==> config.mk <==
export PLATFORM = sky130hd
export DESIGN_NAME = integer_set_successor_tree_flat
export DESIGN_NICKNAME = d
export VERILOG_FILES = /design/src/hdl/isst_pkg.sv /design/src/hdl/isst_if.sv /design/src/hdl/isst_ctrl.sv /design/src/hdl/isst_dpath.sv /design/src/hdl/integer_set_successor_tree.sv /design/src/flat_wrapper.sv
export SDC_FILE = /design/constraint.sdc
export NUM_CORES = 1
export LEC_CHECK = 0
export BUFFER_PORTS_ARGS = -buffer_cell sky130_fd_sc_hd__buf_2
export CORE_ASPECT_RATIO = 0.9
export CORE_MARGIN = 4
export CORE_UTILIZATION = 65
export CTS_BUF_LIST = sky130_fd_sc_hd__clkbuf_2 sky130_fd_sc_hd__clkbuf_4 sky130_fd_sc_hd__clkbuf_8
export DETAILED_ROUTE_END_ITERATION = 12
export PLACE_DENSITY = 0.82
export SLEW_MARGIN = 30
export SYNTH_ARGS = -nofsm -noshare
export SYNTH_HDL_FRONTEND = slang
export SYNTH_HIERARCHICAL = 1
export SYNTH_SLANG_ARGS = --single-unit
==> constraint.sdc <==
create_clock -name clk -period 11.2 [get_ports clk]
set_input_delay 1.68 -clock clk [delete_from_list [all_inputs] [get_ports clk]]
set_output_delay 1.68 -clock clk [all_outputs]
set_load 0.1 [all_outputs]
==> src/hdl/isst_pkg.sv <==
package isst_pkg;

    // Fixed field widths
    localparam int KEY_W = 8;
    localparam int OP_W  = 2;

    // Default geometry
    localparam int UNIVERSE_DEF     = 256;
    localparam int CLUSTER_SIZE_DEF = 16;

    // Operation codes
    typedef enum logic [OP_W-1:0] {
        OP_INSERT = 2'd0,
        OP_MEMBER = 2'd1,
        OP_SUCC   = 2'd2
    } op_t;

    // Controller to datapath commands
    typedef struct packed {
        logic capture;      // latch request, read its cluster
        logic launch2;      // latch second cluster address
        logic read2;        // read second cluster
        logic commit_eval;  // finish after first read
        logic commit_fin;   // finish after second read
    } cmd_t;

    // Datapath to controller status
    typedef struct packed {
        logic need_second;  // operation needs another cluster word
        logic out_free;     // output register can take a result
    } status_t;

endpackage

==> src/hdl/isst_if.sv <==
// Request channel: one operation on one key
interface isst_req_if;
    logic                       valid;
    logic                       ready;
    logic [isst_pkg::OP_W-1:0]  op;
    logic [isst_pkg::KEY_W-1:0] key;

    modport source (output valid, output op, output key, input ready);
    modport sink   (input valid, input op, input key, output ready);
endinterface

// Response channel: one result per request
interface isst_rsp_if;
    logic                       valid;
    logic                       ready;
    logic                       found;
    logic [isst_pkg::KEY_W-1:0] value;

    modport source (output valid, output found, output value, input ready);
    modport sink   (input valid, input found, input value, output ready);
endinterface

==> src/hdl/isst_ctrl.sv <==
module isst_ctrl
(
    input  logic               clk,
    input  logic               rst_n,
    input  logic               req_valid,
    output logic               req_ready,
    input  isst_pkg::status_t  status,
    output isst_pkg::cmd_t     cmd
);

    typedef enum logic [3:0] {
        S_IDLE  = 4'b0001,
        S_EVAL  = 4'b0010,
        S_READ2 = 4'b0100,
        S_FIN   = 4'b1000
    } state_t;

    state_t state_reg;
    state_t state_next;

    // Next state and commands
    always_comb
    begin
        state_next = state_reg;
        cmd        = '0;
        req_ready  = 1'b0;
        unique case (state_reg)
            S_IDLE:
            begin
                req_ready   = 1'b1;
                cmd.capture = req_valid;
                if (req_valid)
                begin
                    state_next = S_EVAL;
                end
            end
            S_EVAL:
            begin
                if (status.need_second)
                begin
                    cmd.launch2 = 1'b1;
                    state_next  = S_READ2;
                end
                else if (status.out_free)
                begin
                    cmd.commit_eval = 1'b1;
                    state_next      = S_IDLE;
                end
            end
            S_READ2:
            begin
                cmd.read2  = 1'b1;
                state_next = S_FIN;
            end
            S_FIN:
            begin
                if (status.out_free)
                begin
                    cmd.commit_fin = 1'b1;
                    state_next     = S_IDLE;
                end
            end
            default:
            begin
                state_next = S_IDLE;
            end
        endcase
    end

    // State register
    always_ff @(posedge clk or negedge rst_n)
    begin
        if (!rst_n)
        begin
            state_reg <= S_IDLE;
        end
        else
        begin
            state_reg <= state_next;
        end
    end

endmodule

==> src/hdl/isst_dpath.sv <==
module isst_dpath
#(
    parameter int UNIVERSE     = isst_pkg::UNIVERSE_DEF,
    parameter int CLUSTER_SIZE = isst_pkg::CLUSTER_SIZE_DEF
)
(
    input  logic                       clk,
    input  logic                       rst_n,
    input  logic [isst_pkg::OP_W-1:0]  in_op,
    input  logic [isst_pkg::KEY_W-1:0] in_key,
    input  isst_pkg::cmd_t             cmd,
    output isst_pkg::status_t          status,
    input  logic                       out_ready,
    output logic                       out_valid,
    output logic                       out_found,
    output logic [isst_pkg::KEY_W-1:0] out_value
);

    localparam int KEY_W    = isst_pkg::KEY_W;
    localparam int KEY_SPAN = 1 << KEY_W;
    localparam int EFF_U    = (UNIVERSE < KEY_SPAN) ? UNIVERSE : KEY_SPAN;
    localparam int NUM_CL   = (EFF_U + CLUSTER_SIZE - 1) / CLUSTER_SIZE;
    localparam int CL_W     = (NUM_CL > 1) ? $clog2(NUM_CL) : 1;
    localparam int OFF_W    = $clog2(CLUSTER_SIZE);

    // Lowest set bit of a cluster word: {hit, offset}
    function automatic logic [OFF_W:0] first_bit(input logic [CLUSTER_SIZE-1:0] w);
        logic             hit;
        logic [OFF_W-1:0] idx;
        hit = 1'b0;
        idx = '0;
        for (int i = CLUSTER_SIZE - 1; i >= 0; i--)
        begin
            if (w[i])
            begin
                hit = 1'b1;
                idx = OFF_W'(i);
            end
        end
        return {hit, idx};
    endfunction

    // Lowest set bit of the summary: {hit, cluster}
    function automatic logic [CL_W:0] first_cl(input logic [NUM_CL-1:0] w);
        logic            hit;
        logic [CL_W-1:0] idx;
        hit = 1'b0;
        idx = '0;
        for (int i = NUM_CL - 1; i >= 0; i--)
        begin
            if (w[i])
            begin
                hit = 1'b1;
                idx = CL_W'(i);
            end
        end
        return {hit, idx};
    endfunction

    function automatic logic [CL_W-1:0] cl_of(input logic [KEY_W-1:0] k);
        return CL_W'(k / CLUSTER_SIZE);
    endfunction

    function automatic logic [OFF_W-1:0] off_of(input logic [KEY_W-1:0] k);
        return OFF_W'(k % CLUSTER_SIZE);
    endfunction

    function automatic logic [KEY_W-1:0] join_key(input logic [CL_W-1:0] c,
                                                  input logic [OFF_W-1:0] o);
        return KEY_W'(32'(c) * CLUSTER_SIZE + 32'(o));
    endfunction

    // Request and set registers
    logic [isst_pkg::OP_W-1:0] op_reg;
    logic [KEY_W-1:0]          key_reg;
    logic [KEY_W-1:0]          min_reg;
    logic [KEY_W-1:0]          max_reg;
    logic                      empty_reg;
    logic [NUM_CL-1:0]         sum_reg;
    logic [CL_W-1:0]           addr2_reg;
    logic [OFF_W-1:0]          xoff_reg;

    // Cluster memory and its per-entry valid bits
    logic [CLUSTER_SIZE-1:0]   mem [NUM_CL];
    logic [NUM_CL-1:0]         vld_reg;
    logic [CLUSTER_SIZE-1:0]   rd_word_reg;
    logic                      rd_vld_reg;

    logic                      out_valid_reg;
    logic                      out_found_reg;
    logic [KEY_W-1:0]          out_value_reg;

    logic                      rd_en;
    logic [CL_W-1:0]           rd_addr;
    logic                      wr_en;
    logic [CLUSTER_SIZE-1:0]   wr_word;
    logic [CLUSTER_SIZE-1:0]   word;

    logic                      in_rng;
    logic                      in_rng_new;
    logic [CL_W-1:0]           h;
    logic [OFF_W-1:0]          off;
    logic                      is_mem;
    logic [CLUSTER_SIZE-1:0]   above;
    logic [NUM_CL-1:0]         sum_above;
    logic [OFF_W:0]            ffs_h;
    logic [CL_W:0]             ffs_s;
    logic [OFF_W:0]            ffs_w;
    logic                      k_lt_min;
    logic [KEY_W-1:0]          x;
    logic                      load;
    logic                      need_second;
    logic                      res_found;
    logic [KEY_W-1:0]          res_value;

    // Cluster memory port
    assign in_rng_new = 32'(in_key) < UNIVERSE;
    assign rd_en      = cmd.capture | cmd.read2;
    assign rd_addr    = cmd.capture ? (in_rng_new ? cl_of(in_key) : '0) : addr2_reg;
    assign wr_en      = cmd.commit_fin && (op_reg == isst_pkg::OP_INSERT);
    assign wr_word    = word | ({{(CLUSTER_SIZE-1){1'b0}}, 1'b1} << xoff_reg);
    assign word       = rd_vld_reg ? rd_word_reg : '0;

    always_ff @(posedge clk)
    begin
        if (rd_en)
        begin
            rd_word_reg <= mem[rd_addr];
        end
        if (wr_en)
        begin
            mem[addr2_reg] <= wr_word;
        end
    end

    always_ff @(posedge clk or negedge rst_n)
    begin
        if (!rst_n)
        begin
            vld_reg    <= '0;
            rd_vld_reg <= 1'b0;
        end
        else
        begin
            if (rd_en)
            begin
                rd_vld_reg <= vld_reg[rd_addr];
            end
            if (wr_en)
            begin
                vld_reg[addr2_reg] <= 1'b1;
            end
        end
    end

    // Decode of the held request
    assign in_rng   = 32'(key_reg) < UNIVERSE;
    assign h        = cl_of(key_reg);
    assign off      = off_of(key_reg);
    assign is_mem   = in_rng && !empty_reg &&
                      ((key_reg == min_reg) || (key_reg == max_reg) || word[off]);
    assign k_lt_min = key_reg < min_reg;
    assign x        = k_lt_min ? min_reg : key_reg;

    // Successor searches: rest of own cluster, then summary, then found cluster
    always_comb
    begin
        for (int i = 0; i < CLUSTER_SIZE; i++)
        begin
            above[i] = word[i] && (i > int'(off));
        end
        for (int c = 0; c < NUM_CL; c++)
        begin
            sum_above[c] = sum_reg[c] && (c > int'(h));
        end
    end

    assign ffs_h = first_bit(above);
    assign ffs_s = first_cl(sum_above);
    assign ffs_w = first_bit(word);

    // Second cluster needed?
    always_comb
    begin
        case (op_reg)
            isst_pkg::OP_INSERT:
                need_second = in_rng && !empty_reg && !is_mem;
            isst_pkg::OP_SUCC:
                need_second = in_rng && !empty_reg && !k_lt_min &&
                              (key_reg < max_reg) && !ffs_h[OFF_W];
            default:
                need_second = 1'b0;
        endcase
    end

    assign status.need_second = need_second;
    assign status.out_free    = !out_valid_reg | out_ready;

    // Result for the finishing step
    always_comb
    begin
        res_found = 1'b0;
        res_value = key_reg;
        if (cmd.commit_fin)
        begin
            case (op_reg)
                isst_pkg::OP_INSERT:
                begin
                    res_found = 1'b1;
                end
                isst_pkg::OP_SUCC:
                begin
                    res_found = ffs_w[OFF_W];
                    if (ffs_w[OFF_W])
                    begin
                        res_value = join_key(addr2_reg, ffs_w[OFF_W-1:0]);
                    end
                end
                default:
                begin
                    res_found = 1'b0;
                end
            endcase
        end
        else
        begin
            case (op_reg)
                isst_pkg::OP_INSERT:
                begin
                    res_found = in_rng && empty_reg;
                end
                isst_pkg::OP_MEMBER:
                begin
                    res_found = is_mem;
                end
                isst_pkg::OP_SUCC:
                begin
                    if (in_rng && !empty_reg)
                    begin
                        if (k_lt_min)
                        begin
                            res_found = 1'b1;
                            res_value = min_reg;
                        end
                        else if ((key_reg < max_reg) && ffs_h[OFF_W])
                        begin
                            res_found = 1'b1;
                            res_value = join_key(h, ffs_h[OFF_W-1:0]);
                        end
                    end
                end
                default:
                begin
                    res_found = 1'b0;
                end
            endcase
        end
    end

    assign load = cmd.commit_eval | cmd.commit_fin;

    // Request capture and second address
    always_ff @(posedge clk)
    begin
        if (cmd.capture)
        begin
            op_reg  <= in_op;
            key_reg <= in_key;
        end
        if (cmd.launch2)
        begin
            addr2_reg <= (op_reg == isst_pkg::OP_INSERT) ? cl_of(x) : ffs_s[CL_W-1:0];
            xoff_reg  <= off_of(x);
        end
    end

    // Set state updates
    always_ff @(posedge clk or negedge rst_n)
    begin
        if (!rst_n)
        begin
            min_reg   <= '0;
            max_reg   <= '0;
            empty_reg <= 1'b1;
            sum_reg   <= '0;
        end
        else if (op_reg == isst_pkg::OP_INSERT)
        begin
            if (cmd.commit_eval && in_rng && empty_reg)
            begin
                min_reg   <= key_reg;
                max_reg   <= key_reg;
                empty_reg <= 1'b0;
            end
            if (cmd.commit_fin)
            begin
                if (k_lt_min)
                begin
                    min_reg <= key_reg;
                end
                if (x > max_reg)
                begin
                    max_reg <= x;
                end
                sum_reg[addr2_reg] <= 1'b1;
            end
        end
    end

    // Output register
    always_ff @(posedge clk or negedge rst_n)
    begin
        if (!rst_n)
        begin
            out_valid_reg <= 1'b0;
        end
        else if (load)
        begin
            out_valid_reg <= 1'b1;
        end
        else if (out_ready)
        begin
            out_valid_reg <= 1'b0;
        end
    end

    always_ff @(posedge clk)
    begin
        if (load)
        begin
            out_found_reg <= res_found;
            out_value_reg <= res_value;
        end
    end

    assign out_valid = out_valid_reg;
    assign out_found = out_found_reg;
    assign out_value = out_value_reg;

    // Set invariants and result checks
    a_min_le_max: assert property (@(posedge clk) disable iff (!rst_n)
        !empty_reg |-> (min_reg <= max_reg))
        else $error("set minimum above maximum");

    a_sum_not_empty: assert property (@(posedge clk) disable iff (!rst_n)
        (|sum_reg) |-> !empty_reg)
        else $error("summary bit set in an empty set");

    a_insert_fills: assert property (@(posedge clk) disable iff (!rst_n)
        (load && (op_reg == isst_pkg::OP_INSERT) && res_found) |=> !empty_reg)
        else $error("set still empty after insert");

    a_succ_greater: assert property (@(posedge clk) disable iff (!rst_n)
        (load && (op_reg == isst_pkg::OP_SUCC) && res_found) |-> (res_value > key_reg))
        else $error("successor not above the key");

endmodule

==> src/hdl/integer_set_successor_tree.sv <==
// Integer set with insert, membership and successor over a clustered bitmap.
// Lookups, duplicate inserts and successors inside the key's own cluster need one
// cluster read; a new insert into a non-empty set or a successor found through the
// summary needs a second one. A new request is taken only after the last result is
// loaded into the output register, which holds while its result is not accepted.
// Reset (async, active low) empties the set, summary and cluster valid bits at once.
module integer_set_successor_tree
#(
    parameter int UNIVERSE     = isst_pkg::UNIVERSE_DEF,
    parameter int CLUSTER_SIZE = isst_pkg::CLUSTER_SIZE_DEF
)
(
    input logic        clk,
    input logic        rst_n,
    isst_req_if.sink   req,
    isst_rsp_if.source rsp
);

    isst_pkg::cmd_t    cmd;
    isst_pkg::status_t status;

    // Sequencer
    isst_ctrl u_ctrl
    (
        .clk       (clk),
        .rst_n     (rst_n),
        .req_valid (req.valid),
        .req_ready (req.ready),
        .status    (status),
        .cmd       (cmd)
    );

    // Set storage and search logic
    isst_dpath
    #(
        .UNIVERSE     (UNIVERSE),
        .CLUSTER_SIZE (CLUSTER_SIZE)
    )
    u_dpath
    (
        .clk       (clk),
        .rst_n     (rst_n),
        .in_op     (req.op),
        .in_key    (req.key),
        .cmd       (cmd),
        .status    (status),
        .out_ready (rsp.ready),
        .out_valid (rsp.valid),
        .out_found (rsp.found),
        .out_value (rsp.value)
    );

endmodule

==> src/flat_wrapper.sv <==
// flat-port wrapper written by rule: the top's interface ports become plain ports
module integer_set_successor_tree_flat 
#(
    parameter int UNIVERSE     = isst_pkg::UNIVERSE_DEF,
    parameter int CLUSTER_SIZE = isst_pkg::CLUSTER_SIZE_DEF
)
  (clk, rst_n, req_valid, req_op, req_key, req_ready, rsp_valid, rsp_found, rsp_value, rsp_ready);
  isst_req_if req_i ();
  isst_rsp_if rsp_i ();
  input logic clk;
  input logic rst_n;
  input wire logic [$bits(req_i.valid)-1:0] req_valid;
  input wire logic [$bits(req_i.op)-1:0] req_op;
  input wire logic [$bits(req_i.key)-1:0] req_key;
  output wire logic [$bits(req_i.ready)-1:0] req_ready;
  output wire logic [$bits(rsp_i.valid)-1:0] rsp_valid;
  output wire logic [$bits(rsp_i.found)-1:0] rsp_found;
  output wire logic [$bits(rsp_i.value)-1:0] rsp_value;
  input wire logic [$bits(rsp_i.ready)-1:0] rsp_ready;
  assign req_i.valid = req_valid;
  assign req_i.op = req_op;
  assign req_i.key = req_key;
  assign req_ready = req_i.ready;
  assign rsp_valid = rsp_i.valid;
  assign rsp_found = rsp_i.found;
  assign rsp_value = rsp_i.value;
  assign rsp_i.ready = rsp_ready;
  integer_set_successor_tree #(.UNIVERSE(UNIVERSE), .CLUSTER_SIZE(CLUSTER_SIZE)) u_core (.clk(clk), .rst_n(rst_n), .req(req_i), .rsp(rsp_i));
endmodule
Word-level counts from Yosys, hierarchy flattened

Memories as Yosys holds them, arrays and structs flattened. A register that Yosys moved wholly into a read port is not among the register bits.
Cells that the tools add are included.

Memories: 1
Memory bits (writable): 256
Output and inout bits: 11
Register bits after elaboration: 82
Bits of input ports: 14

Shift operators: 1
Add/subtract/negate cells: 2
Bitwise logic cells: 6
Multiplexer cells: 124
Equality and inequality tests: 9
$lt $le $gt $ge: 37
Reductions and logical operators: 50

Memory list:

| memory             | depth | bits a word | rd ports | clocked after memory_dff | wr ports | RTL line         | RTL |
|---|---|---|---|---|---|---|---|
| u_core.u_dpath.mem | 16    | 16          | 1        | 1                        | 1        | isst_dpath.sv:84 | `logic [CLUSTER_SIZE-1:0] mem [NUM_CL];` |

Operators with widths:

| kind                                                                  | count |
|---|---|
| 4-bit two-way mux                                                     | 51 |
| 8-bit two-way mux                                                     | 14 |
| 4-bit > comparator, first input constant                              | 16 |
| 1-bit two-way mux                                                     | 51 |
| 16-bit OR                                                             | 3 |
| 1-bit logical AND                                                     | 39 |
| 3-bit by 4-bit > comparator with 1-bit output, first input constant   | 8 |
| 8-bit by 4-bit adder with 8-bit output                                | 2 |
| 8-bit equality test                                                   | 2 |
| 2-bit by 4-bit > comparator with 1-bit output, first input constant   | 4 |
| 8-bit < comparator                                                    | 2 |
| 16-bit two-way mux                                                    | 1 |
| 4-bit one-hot mux with 4 select lines                                 | 1 |
| 1-bit by 4-bit << shifter with 16-bit output, first input constant    | 1 |
| 4-bit by 5-bit < comparator with 1-bit output, second input constant  | 3 |
| 1-bit binary-select mux with 4-bit select                             | 2 |
| 1-bit by 4-bit > comparator with 1-bit output, first input constant   | 2 |
| 8-bit > comparator                                                    | 1 |
| 1-bit zero test                                                       | 5 |
| 1-bit demux with 4-bit select                                         | 1 |
| 4-bit by 1-bit equality test with 1-bit output, second input constant | 1 |
| 4-bit by 2-bit equality test with 1-bit output, second input constant | 1 |
| 4-bit by 3-bit equality test with 1-bit output, second input constant | 1 |
| 4-bit equality test, second input constant                            | 1 |
| 11 further kinds                                                      | 16 |

Longest topological paths before layout

Gate-level depths: netlist of the first run.

Depth after elaboration: 26
Depth in mapped cells: 17
Depth with buffers taken out: 14

By module

The synthesis of the first run kept the hierarchy.

Modules (own cells, without submodules):

| module     | times used | area an instance (um2) | cells an instance |
|---|---|---|---|
| isst_dpath | 1          | 15,663.8               | 1,034 |
| isst_ctrl  | 1          | 236.5                  | 23 |

Worst setup path before layout of the first run

No wires, ideal clock.

Kind: flip-flop to flip-flop
From: reg u_core.u_ctrl.state_reg[0]
To: reg u_core.u_dpath.rd_word_reg[10] (read register of u_core.u_dpath.mem), data pin
Library setup time: 274 ps
Cell stages (with the launch flop): 10
Arrival time: 6,065 ps
Required time: 10,926 ps
Path buffers: 3
Setup slack: 4,862 ps
Cell sequence: dfstp_2 -> nor4b_1 -> and2_1 -> buf_6 -> mux2i_4 -> buf_6 -> buf_4 -> mux4_2 -> a211oi_1 -> a31oi_1

RTL lines:

| what                     | RTL line         | RTL |
|---|---|---|
| start: declaration       | isst_ctrl.sv:18  | `state_t state_reg;` |
| start signal: assignment | isst_ctrl.sv:79  | `state_reg <= state_next;` |
| end: declaration         | isst_dpath.sv:86 | `logic [CLUSTER_SIZE-1:0] rd_word_reg;` |

Final worst setup path of the first run

From: reg u_core.u_dpath.key_reg[3]
To: reg u_core.u_dpath.max_reg[6]

Word-level cells in the longest chain between the ends: 26
Elaborated cells between the ends (all ways): 70
Classes of those cells: order compare (18); eq/ne (2); mux (24); reduce/logical (26)

Ends and longest elaborated chain:

| what                                  | RTL line          | RTL |
|---|---|---|
| start: declaration                    | isst_dpath.sv:75  | `logic [KEY_W-1:0] key_reg;` |
| start signal: assignment              | isst_dpath.sv:268 | `key_reg <= in_key;` |
| 4-bit > comparator                    | isst_dpath.sv:170 | `above[i] = word[i] && (i > int'(off));` |
| 1-bit logical AND                     | isst_dpath.sv:170 |  |
| 1-bit two-way mux (15 in series)      | isst_dpath.sv:34  | `if (w[i])` |
| 1-bit zero test                       | isst_dpath.sv:190 | `(key_reg < max_reg) && !ffs_h[OFF_W];` |
| 1-bit logical AND                     | isst_dpath.sv:190 |  |
| 1-bit one-hot mux with 2 select lines | isst_dpath.sv:185 | `case (op_reg)` |
| 1-bit two-way mux                     | isst_ctrl.sv:39   | `if (status.need_second)` |
| 1-bit two-way mux                     | isst_ctrl.sv:27   | `unique case (state_reg)` |
| 1-bit logical AND                     | isst_dpath.sv:289 | `if (cmd.commit_eval && in_rng && empty_reg)` |
| 8-bit two-way mux                     | isst_dpath.sv:289 |  |
| 8-bit two-way mux                     | isst_dpath.sv:301 | `if (x > max_reg)` |
| 8-bit two-way mux (*)                 | isst_dpath.sv:295 | `if (cmd.commit_fin)` |
| end signal: assignment                | isst_dpath.sv:292 | `max_reg <= key_reg;` |
| end: declaration                      | isst_dpath.sv:77  | `logic [KEY_W-1:0] max_reg;` |

Every way passes the cells marked *; elsewhere a longest branch is shown, timed or not. The select of a mux whose other input is x is not followed.
A chain may end at the register's enable or synchronous reset.

==> summary.txt, run 1 <==
CTS
  • CTS sink count: about 350
  • H-tree levels: 2
  • CTS tree: yes
  • Clk slew on worst S/H paths: around 0.06 ns
  • Hold_buf cts: 0
  • # resized after CTS: 0
  • Post-CTS Setup Inserts: 0
  • CTS Buf Count: 53
  • Root buffer cell: clkbuf_8
  • Clock Latency Late Sink: ~0.6 ns
  • CTS max path bufs: 3

Worst setup path
  • Critical Path Start: u_core/u_dpath/key_reg[3]
  • CP Max Fanout: 25
  • Data arrival, critical path: approximately 5.6 ns
  • CP Launch Type: register
  • Critical R2R Launch: u_core/u_dpath/key_reg[3]
  • FF-to-FF setup slack: 6.12 ns
  • CP required: 11.72 ns
  • Critical path class: reg -> reg
  • CP Capture Type: register
  • Reg2reg path depth: 12
  • RR Endpoint: u_core/u_dpath/max_reg[6]

Global route
  • Largest net degree at the start of global routing: approximately 70
  • GRT Total Usage: 28.0%
  • Initial antenna violation count: 0
  • Grt ovf: 0
  • Vias in the first global route: approximately 10000
  • First-pass GRT wire length: 58000 um

Placement
  • Routability cong.: between 0.9 and 1
  • Post-Place Cells: 1365
  • DPL Wire Length: ~23000 um
  • DP Area: between 15000 and 20000 um^2
  • Worst slack, placed: about 6 ns
  • IO Port Bufs: 24

Hold path
  • Hold depth: 1
  • Worst hold path type: reg -> reg
  • Min-delay src: u_core/u_dpath/vld_reg[9]
  • Sink of the worst hold path: u_core/u_dpath/vld_reg[9]

Floorplan
  • Row cnt: 54
  • Initial cell density of the core: 65.7%
  • Die ar.: between 20000 and 30000 um^2
  • Die Span Y: ~160 um
  • Io pins: 25
  • Die Width: 173 um
  • Core area: 24200 um^2

Logic synthesis
  • Mapped Nets: 1095
  • Synth unique cells: just under 80
  • Mapped Cells: between 1000 and 1500
  • #FFs+latches synth: roughly 350
  • Post-synthesis sequential area ratio: about two thirds
  • Most common flop cell mapped by yosys: edfxtp_1
  • Ys async rst share: ~15%
  • Post-Syn Area: 15900 um^2
  • Syn. warnings: 6
  • Post-synth EDFFs: ~300
  • Syn Area/Cell: about 15 um^2

Drt
  • Post-Route WL: around 37000 um
  • DRC: 0
  • Initial DRC count: 1287
  • Wire length per cell: ~25 um
  • Pre-antenna DRT Iters: 5
  • Via density: 6.78
  • Number of routed nets with antenna violations: 0
  • Via count: between 9000 and 10000

Final layout
  • Non-Filler Instances: ~1500
  • Layout area overhead: 10.5%
  • Fill count: ~1500
  • Most common cell after layout, fill and taps aside: edfxtp_1
  • Design area: ~18000 um^2
  • Number of nets in the layout: 1150
  • Max FFs per register: between 200 and 300
  • Most frequent cells in the layout: edfxtp_1 (299), nand2_1 (80), mux4_2 (72)
  • Share of layout cells above drive strength 1: 24.0%
  • Ant diodes: 0

Outcome
  • Outcome: finished, final reports clean

Pwr
  • Pleak: ~6.4 nW
  • Part of the power in the clock network: 32.4%
  • Internal power: 2.38 mW
  • Sequential power share: 48.2%
  • Sw Ratio: 29.2%
  • VDD IR-drop max: around 130 uV
  • Psw: between 0.9 and 1 mW
  • Comb pwr share: just under 20%
  • Power per cell area: 191 nW/um^2
  • Total power: about 3.4 mW

Timing
  • RSZ-0062 raised after global routing: no
  • Fmax achieved: ~0.20 GHz
  • Setup Total Neg Slack: 0 ns
  • Fin. max-slew vios: 0
  • Final Setup Violations: 0
  • Final min period: ~5.1 ns
  • Crit share post-route: ~45%
  • Setup WS post-layout: 6.12 ns
  • Endpoints failing hold: 0
  • Worst slew margin: a little under a third
  • Clk_skew: roughly 0.031 ns
  • Slew @ Worst Pin: about 1 ns

Run
  • Max-Cap Viols: 0
## layout make-up
| cell class | instances | area [um^2] | area share [%] |
|---|---|---|---|
| clock inverters | 23 | 199 | 1.13 |
| flip-flops and latches | 353 | 10300 | 58.8 |
| repair buffers | 56 | 368 | 2.09 |
| multi-input cells | 608 | 5210 | 29.7 |
| inverters | 40 | 150 | 0.855 |
| well taps | 308 | 385 | 2.19 |
| clock buffers | 74 | 918 | 5.23 |
## power groups by stage
stage               logic (mW)  clock network, mW  registers [mW]
floorplan                0.479                  0            1.61
finish                   0.650               1.09            1.62
global placement         0.620                  0            1.63
global route             0.702               1.17            1.62
detailed placement       0.640                  0            1.64
CTS                      0.644               1.10            1.61
## worst max-delay path: stages (launching register included)
cell and delay (ns):
edfxtp_1 0.75, ha_1 0.48, nand3_1 0.10, o221a_2 0.30
o21ai_2 0.66, mux2i_1 0.55, inv_1 0.10, ha_1 0.32
nand4_1 0.17, o21ai_1 0.42, nor2_1 0.20, nor4b_2 0.68
a221o_1 0.27
## cells in the mapped netlist (8+ instances only)
library cell / instances / area [um^2]
nor3_1: 12 / 60.1
nand2_1: 80 / 300
or2_2: 22 / 138
mux4_2: 72 / 1620
clkbuf_1: 27 / 101
a221o_1: 8 / 80.1
a31oi_1: 23 / 144
dfrtp_1: 52 / 1300
nand3_1: 27 / 135
a21oi_1: 19 / 95.1
mux2_2: 10 / 113
edfxtp_1: 299 / 8980
ha_1: 24 / 300
mux2i_1: 10 / 100
and2_1: 21 / 131
o31ai_1: 8 / 60.1
nand2b_1: 32 / 200
o21ai_0: 29 / 145
buf_2: 12 / 60.1
nand4_1: 8 / 50.1
buf_4: 10 / 75.1
nor2b_1: 9 / 56.3
nor2_1: 44 / 165
a211oi_1: 27 / 203
inv_1: 40 / 150
o22ai_1: 10 / 62.6
a21o_1: 12 / 90.1
## per-stage QoR
stage	util, %	hold WS, ns
final	72.6	0.461
after global routing	72.6	0.484
after CTS	72.6	0.464
after detailed placement	68.0	0.451
after global placement	67.9	0.448
after floorplan	-	0.429
## how the worst max path moves through the flow
stage / to / slack (ns) / cells after the start
2_1_floorplan: u_core/u_dpath/rd_word_reg[10] / 4.86 / 9
3_3_place_gp: u_core/u_dpath/rd_vld_reg / 6.10 / 10
3_5_place_dp: u_core/u_dpath/rd_vld_reg / 6.01 / 10
4_1_cts: u_core/u_dpath/max_reg[6] / 6.20 / 12
5_1_grt: u_core/u_dpath/max_reg[6] / 5.77 / 12
6_report: u_core/u_dpath/max_reg[6] / 6.12 / 12
## routing by layer
| metal | GRT usage [%] | vias up | share of wire [%] |
|---|---|---|---|
| met4 | 8.24 | 0 | 2.4 |
| met2 | 44.9 | 589 | 47 |
| li1 | - | 4291 | - |
| met3 | 6.14 | 81 | 11 |
| met1 | 39.6 | 4951 | 40 |
| met5 | 0 | - | 0 |
## logic make-up after synthesis
logic type | synth area share [%]
compound gates | 9.31
simple gates | 9.34
buf+inv | 2.74
mux | 11.7
flops | 65.0
fa+ha+maj | 1.95
No activity file was read; power rests on OpenSTA's default activity.
==> run 2, diff against run 1 <==
--- a/config.mk
+++ b/config.mk
@@ -5,13 +5,14 @@
 export SDC_FILE = /design/constraint.sdc
 export NUM_CORES = 1
 export LEC_CHECK = 0
+export ABC_AREA = 1
 export BUFFER_PORTS_ARGS = -buffer_cell sky130_fd_sc_hd__buf_2
 export CORE_ASPECT_RATIO = 0.9
 export CORE_MARGIN = 4
-export CORE_UTILIZATION = 65
+export CORE_UTILIZATION = 59
 export CTS_BUF_LIST = sky130_fd_sc_hd__clkbuf_2 sky130_fd_sc_hd__clkbuf_4 sky130_fd_sc_hd__clkbuf_8
 export DETAILED_ROUTE_END_ITERATION = 12
-export PLACE_DENSITY = 0.82
+export PLACE_DENSITY = 0.78
 export SLEW_MARGIN = 30
 export SYNTH_ARGS = -nofsm -noshare
 export SYNTH_HDL_FRONTEND = slang
==> constraint.sdc (replaced) <==
create_clock -name clk -period 4.4 [get_ports clk]
set_input_delay 0.66 -clock clk [delete_from_list [all_inputs] [get_ports clk]]
set_output_delay 0.66 -clock clk [all_outputs]
set_load 0.1 [all_outputs]
==> summary.txt, run 2 <==
Logic synthesis
  • Mapped Nets: 1507 (+38%)
  • Syn. warnings: 6 (unchanged)
  • Simple-Gate Fraction of Synth Area: 12.6% (+3.2 points)
  • Post-synthesis adder-cell area fraction: 1.88% (-0.072 points)
  • Proportion of synthesized area in mux cells: 0% (-12 points)
  • Top cells by count, synth: edfxtp_1 (299), o21ai_0 (217), nor2_1 (205), nand2_1 (179), inv_1 (115)
  • Most common flop cell mapped by yosys: edfxtp_1
  • Post-synthesis sequential area ratio: 64.7% (-0.33 points)
  • Post-Syn Area: 16000 um^2 (+0.50%)
  • Post-synth EDFFs: 299 (unchanged)
  • Xor and xnor fraction of the mapped netlist area: 0% (unchanged)
  • Ys async rst share: 15.3% (unchanged)
  • Synth area leader: edfxtp_1
  • Synth unique cells: 46 (-40%)
  • Syn Area/Cell: 10.9 um^2 (-28%)
  • #FFs+latches synth: 353 (unchanged)
  • Top-count cell post-synth: edfxtp_1
  • Area contributors post-synth: edfxtp_1 (56%), dfrtp_1 (8.1%), o21ai_0 (6.8%)
  • Mapped Cells: 1469 (+39%)
  • Compound-cell area share of the yosys netlist: 15.6% (+6.3 points)
  • Top cell type's share of synthesized area: 56.2% (-0.28 points)
  • Combinational family with the most area after synthesis: compound AO/OA/AOI/OAI gates

Hold path
  • Worst hold path type: in -> async

Worst setup path
  • Critical path class: reg -> reg
  • CP Launch Type: register
  • CP Max Fanout: 16 (-36%)
  • FF-to-FF setup slack: 0.49 ns (-5.63 ns)
  • Reg2reg path depth: 20 (+8)
  • Data arrival, critical path: 4.40 ns (-1.20 ns)
  • CP required: 4.89 ns (-6.83 ns)
  • CP Capture Type: register

Floorplan
  • Core area: 26300 um^2 (+8.9%)
  • Die Span Y: 164 um (+5.0%)
  • Initial cell density of the core: 60.7% (-5.1 points)
  • Row cnt: 56 (+3.7%)
  • Die Width: 181 um (+5.0%)
  • Die ar.: 29800 um^2 (+10%)
  • Io pins: 25 (unchanged)

Timing
  • Clk_skew: 0.0368 ns (+0.00530 ns)
  • Endpoints failing hold: 0 (unchanged)
  • Final Setup Violations: 0 (unchanged)
  • Worst slew margin: 31.9% (about the same)
  • Setup Total Neg Slack: 0 ns (unchanged)
  • RSZ-0062 raised after global routing: no
  • Fin. max-slew vios: 0 (unchanged)
  • Fmax achieved: 0.256 GHz (+30%)
  • Final min period: 3.91 ns (-1.17 ns)
  • Slew @ Worst Pin: 1.02 ns (-0.00146 ns)
  • Crit share post-route: 88.8% (+43 points)

Pwr
  • Power per cell area: 575 nW/um^2 (+200%)
  • VDD IR-drop max: 459 uV (+260%)
  • Pleak: 6.88 nW (+8.1%)

Final layout
  • Share of layout cells above drive strength 1: 15.9% (-8.1 points)
  • Ant diodes: 0 (unchanged)
  • Number of nets in the layout: 1571 (+37%)
  • Non-Filler Instances: 1924 (+32%)
  • Max FFs per register: 256 (unchanged)
  • Most common cell after layout, fill and taps aside: edfxtp_1
  • Layout area overhead: 11.2%
  • Util after Layout: 67.5% (-5.2 points)
  • Most frequent cells in the layout: edfxtp_1 (299), o21ai_0 (216), nor2_1 (196)

CTS
  • Clock Latency Late Sink: 0.60 ns (about the same)
  • CTS tree: yes
  • Hold_buf cts: 0 (unchanged)
  • Clk slew on worst S/H paths: 0.06 ns (about the same)
  • Root buffer cell: clkbuf_8
  • CTS max path bufs: 3 (unchanged)
  • H-tree levels: 2 (unchanged)
  • CTS Buf Count: 55 (+3.8%)
  • CTS sink count: 353 (unchanged)

Outcome
  • Outcome: finished, final reports clean

Placement
  • IO Port Bufs: 24 (unchanged)
  • Routability cong.: 0.940 (+3.2%)
  • Post-Place Cells: 1824 (+34%)
  • DPL Wire Length: 25200 um (+8.8%)

Global route
  • GRT Total Usage: 27.7% (-0.22 points)
  • Largest net degree at the start of global routing: 137 (+99%)
  • Vias in the first global route: 11100 (+11%)
  • Initial antenna violation count: 0 (unchanged)
  • First-pass GRT wire length: 63700 um (+9.8%)
  • Grt ovf: 0 (unchanged)

Drt
  • Wire length per cell: 21.5 um (-15%)
  • Pre-antenna DRT Iters: 5 (unchanged)
  • Post-Route WL: 41300 um (+11%)
  • Via count: 11900 (+20%)
  • Initial DRC count: 1587 (+23%)
  • DRC: 0 (unchanged)
  • Via density: 6.18 (-8.9%)
  • Number of routed nets with antenna violations: 0 (unchanged)

Run
  • Max-Cap Viols: 0 (unchanged)
==> run 2: cell types whose count changed in the layout (fill, tap and decap cells not counted), moves of 35 or more <==
cell,delta
o21ai_0,+187
nor2_1,+160
nand2_1,+99
inv_1,+75
mux4_2,-72
o211ai_1,+53
o221ai_1,+35
==> run 2: worst paths after layout <==
kind | start | to
max in group asynchronous | rst_n | u_core/u_dpath/vld_reg[0]
worst min register to register | u_core/u_dpath/sum_reg[8] | u_core/u_dpath/sum_reg[8]
worst min-delay path | rst_n | u_core/u_dpath/max_reg[5]
worst max register to register | u_core/u_dpath/key_reg[0] | u_core/u_dpath/max_reg[2]
min in group clk | req_op[1] | u_core/u_dpath/op_reg[1]
worst max-delay path | u_core/u_dpath/key_reg[0] | u_core/u_dpath/max_reg[2]
==> run 2: power breakdown <==
group | switching [mW] | leakage, nW | total, mW | internal (mW)
registers | 0.140 | 3.42 | 4.26 | 4.12
logic | 2.29 | 2.87 | 3.21 | 0.922
clock network | 1.25 | 0.592 | 2.74 | 1.48
total | 3.68 | 6.88 | 10.2 | 6.53
==> run 2: repair_timing <==
action	CTS	global route
hold endpoints to repair	0	0
setup buffers	0	0
resized for setup	0	1
setup endpoints to repair	0	8
==> run 2: final cells by class <==
type,count,area (um^2)
Sequential cell,353,10300
Fill cell,2011,8570
Multi-Input combinational cell,917,4850
Clock buffer,86,1030
Timing Repair Buffer,80,578
Inverter,126,477
Tap cell,348,435
Clock inverter,14,75.1
==> run 2: critical path: stages, from the launching register on <==
cell	delay, ns
edfxtp_1	0.59
inv_1	0.21
ha_1	0.25
inv_1	0.05
a21oi_1	0.05
o21ai_0	0.15
nand2_1	0.06
nand2_1	0.38
inv_1	0.24
o21ai_0	0.40
inv_1	0.08
ha_1	0.18
inv_1	0.05
a21oi_1	0.05
o21ai_0	0.16
nand2_1	0.07
o211ai_1	0.11
nand3_2	0.30
a31oi_1	0.23
o21ai_0	0.10
o21ai_0	0.10
==> run 2: per-stage QoR <==
step / total power, mW / hold slack, ns / setup WS, ns / cell area (um^2)
global placement: 7.39 / 0.446 / 0.494 / 16700
detailed placement: 7.45 / 0.449 / 0.380 / 16700
floorplan: 6.54 / 0.364 / 1.38 / 16000
global route: 10.8 / 0.245 / 0.0784 / 17800
CTS: 10.2 / 0.216 / 0.410 / 17800
finish: 10.2 / 0.215 / 0.491 / 17800
==> run 2: layer usage <==
metal | track usage, % | share of wire, %
met5 | 0 | 0
met4 | 7.84 | 2.2
met3 | 5.62 | 12
met2 | 40.9 | 44
met1 | 42.5 | 42
==> run 2: logic make-up after synthesis <==
| logic type | after synthesis |
|---|---|
| fa+ha+maj | 24 |
| compound gates | 415 |
| simple gates | 478 |
| flops | 353 |
| buf+inv | 199 |
==> run 3, diff against run 2 <==
--- a/config.mk
+++ b/config.mk
@@ -6,7 +6,7 @@
 export NUM_CORES = 1
 export LEC_CHECK = 0
 export ABC_AREA = 1
-export BUFFER_PORTS_ARGS = -buffer_cell sky130_fd_sc_hd__buf_2
+export BUFFER_PORTS_ARGS = -buffer_cell sky130_fd_sc_hd__buf_4
 export CORE_ASPECT_RATIO = 0.9
 export CORE_MARGIN = 4
 export CORE_UTILIZATION = 59
==> summary.txt, run 3 (same netlist as run 2, synthesis figures left out) <==
Outcome
  • Outcome: finished, final reports clean

Final layout
  • Max FFs per register: 256 (unchanged)
  • Number of nets in the layout: 1568 (-0.19%)
  • Ant diodes: 0 (unchanged)
  • Layout area overhead: 11.6%
  • Most frequent cells in the layout: edfxtp_1 (299), o21ai_0 (216), nor2_1 (196)
  • Util after Layout: 67.7% (+0.22 points)
  • Share of layout cells above drive strength 1: 15.1% (-0.72 points)
  • Most common cell after layout, fill and taps aside: edfxtp_1

Drt
  • Post-Route WL: 40900 um (-0.99%)
  • Via count: 11900 (-0.0084%)
  • Via density: 6.19 (+0.20%)
  • Pre-antenna DRT Iters: 5 (unchanged)
  • Wire length per cell: 21.3 um (-0.78%)
  • Number of routed nets with antenna violations: 0 (unchanged)
  • DRC: 0 (unchanged)
  • Initial DRC count: 1457 (-8.2%)

Timing
  • Final min period: 3.88 ns (-0.0333 ns)
  • Endpoints failing hold: 0 (unchanged)
  • Fin Hold WS: 0.113 ns (-0.102 ns)
  • Fin. max-slew vios: 0 (unchanged)
  • Setup Total Neg Slack: 0 ns (unchanged)
  • Final Setup Violations: 0 (unchanged)
  • Slew @ Worst Pin: 0.901 ns (-0.120 ns)
  • Clk_skew: 0.0421 ns (+0.00531 ns)
  • RSZ-0062 raised after global routing: no
  • Fmax achieved: 0.258 GHz (+0.86%)
  • Worst slew margin: 39.9% (+8.0 points)
  • Crit share post-route: 88.1% (-0.76 points)

CTS
  • Clk slew on worst S/H paths: 0.08 ns (+0.02 ns)
  • CTS Buf Count: 53 (-3.6%)
  • CTS max path bufs: 3 (unchanged)
  • Hold_buf cts: 0 (unchanged)
  • CTS sink count: 353 (unchanged)
  • CTS tree: yes
  • H-tree levels: 2 (unchanged)
  • Root buffer cell: clkbuf_8
  • Clock Latency Late Sink: 0.62 ns (+0.02 ns)
  • # resized after CTS: 0 (unchanged)
  • Post-CTS Setup Inserts: 0 (unchanged)

Hold path
  • Worst hold path type: in -> async

Placement
  • Routability cong.: 0.984 (+4.7%)
  • DPL Wire Length: 25500 um (+1.1%)
  • IO Port Bufs: 24 (unchanged)

Floorplan
  • Die Width: 181 um (unchanged)
  • Io pins: 25 (unchanged)
  • Row cnt: 56 (unchanged)
  • Die ar.: 29800 um^2 (unchanged)
  • Core area: 26300 um^2 (unchanged)
  • Initial cell density of the core: 60.7% (unchanged)
  • Die Span Y: 164 um (unchanged)

Worst setup path
  • Critical Path Start: u_core/u_dpath/key_reg[0]
  • CP Max Fanout: 16 (unchanged)
  • CP required: 4.89 ns (about the same)
  • Data arrival, critical path: 4.37 ns (-0.03 ns)
  • CP Capture Type: register
  • Critical path class: reg -> reg
  • Critical R2R Launch: u_core/u_dpath/key_reg[0]
  • CP Launch Type: register

Pwr
  • Power per cell area: 568 nW/um^2 (-1.2%)
  • Total power: 10.1 mW (-0.85%)
  • VDD IR-drop max: 333 uV (-27%)
  • Pleak: 6.87 nW (-0.22%)

Global route
  • First-pass GRT wire length: 63700 um (unchanged)
  • Initial antenna violation count: 1 (+1)
  • Vias in the first global route: 11300 (+2.1%)
  • Largest net degree at the start of global routing: 137 (unchanged)
  • Grt ovf: 0 (unchanged)
  • GRT Total Usage: 27.6% (-0.13 points)

Run
  • Max-Cap Viols: 0 (unchanged)
## run 3: worst max-delay path: stages, from the launching register on
cell and delay (ns):
edfxtp_1 0.58, inv_1 0.18, ha_1 0.23, inv_1 0.05
a21oi_1 0.05, o21ai_0 0.27, nand2_1 0.11, nand2_2 0.29
inv_1 0.21, nand2_1 0.12, o21ai_0 0.17, ha_1 0.34
nand2_1 0.07, o21ai_0 0.16, nand2_1 0.07, o211ai_1 0.09
nand3_2 0.29, a31oi_1 0.25, o21ai_0 0.12, o21ai_0 0.11
## run 3: report_power, final
part / switching, mW / internal [mW]
logic: 2.32 / 0.948
registers: 0.127 / 4.12
clock network: 1.26 / 1.35
total: 3.70 / 6.42
## run 3: layer usage
layer  share of wire [%]  vias up  global-route usage (%)
li1                    -     5389                       -
met2                  46      638                    42.7
met3                  11       93                    7.04
met1                  41     5766                    38.8
met4                 2.8        2                    9.28
met5               0.017        -                       0
## run 3: path summary, 6_finish.rpt
check	end	slack (ns)	cells after the start
min in group clk	u_core/u_dpath/key_reg[6]	0.23	1
worst min-delay path	u_core/u_dpath/max_reg[1]	0.11	1
worst max-delay path	u_core/u_dpath/max_reg[5]	0.52	19
worst max register to register	u_core/u_dpath/max_reg[5]	0.52	19
max in group asynchronous	u_core/u_dpath/min_reg[4]	3.77	1
worst min register to register	u_core/u_dpath/vld_reg[12]	0.47	1
## run 3: through the flow
stage / instance area, um^2 / cells / worst slack (ns)
global route: 17800 / 1920 / 0.0948
global placement: 16800 / 1823 / 0.486
finish: 17800 / 1920 / 0.524
detailed placement: 16800 / 1823 / 0.281
CTS: 17800 / 1920 / 0.229
floorplan: 16000 / 1469 / 1.38
## run 3: layout make-up
cell class,instances,area (um^2)
sequential,353,10300
fill,1971,8510
timing repair buffer,79,718
clock buffer,72,872
tap,348,435
clock inverter,25,149
inverter,126,474
multi-input combinational,917,4850
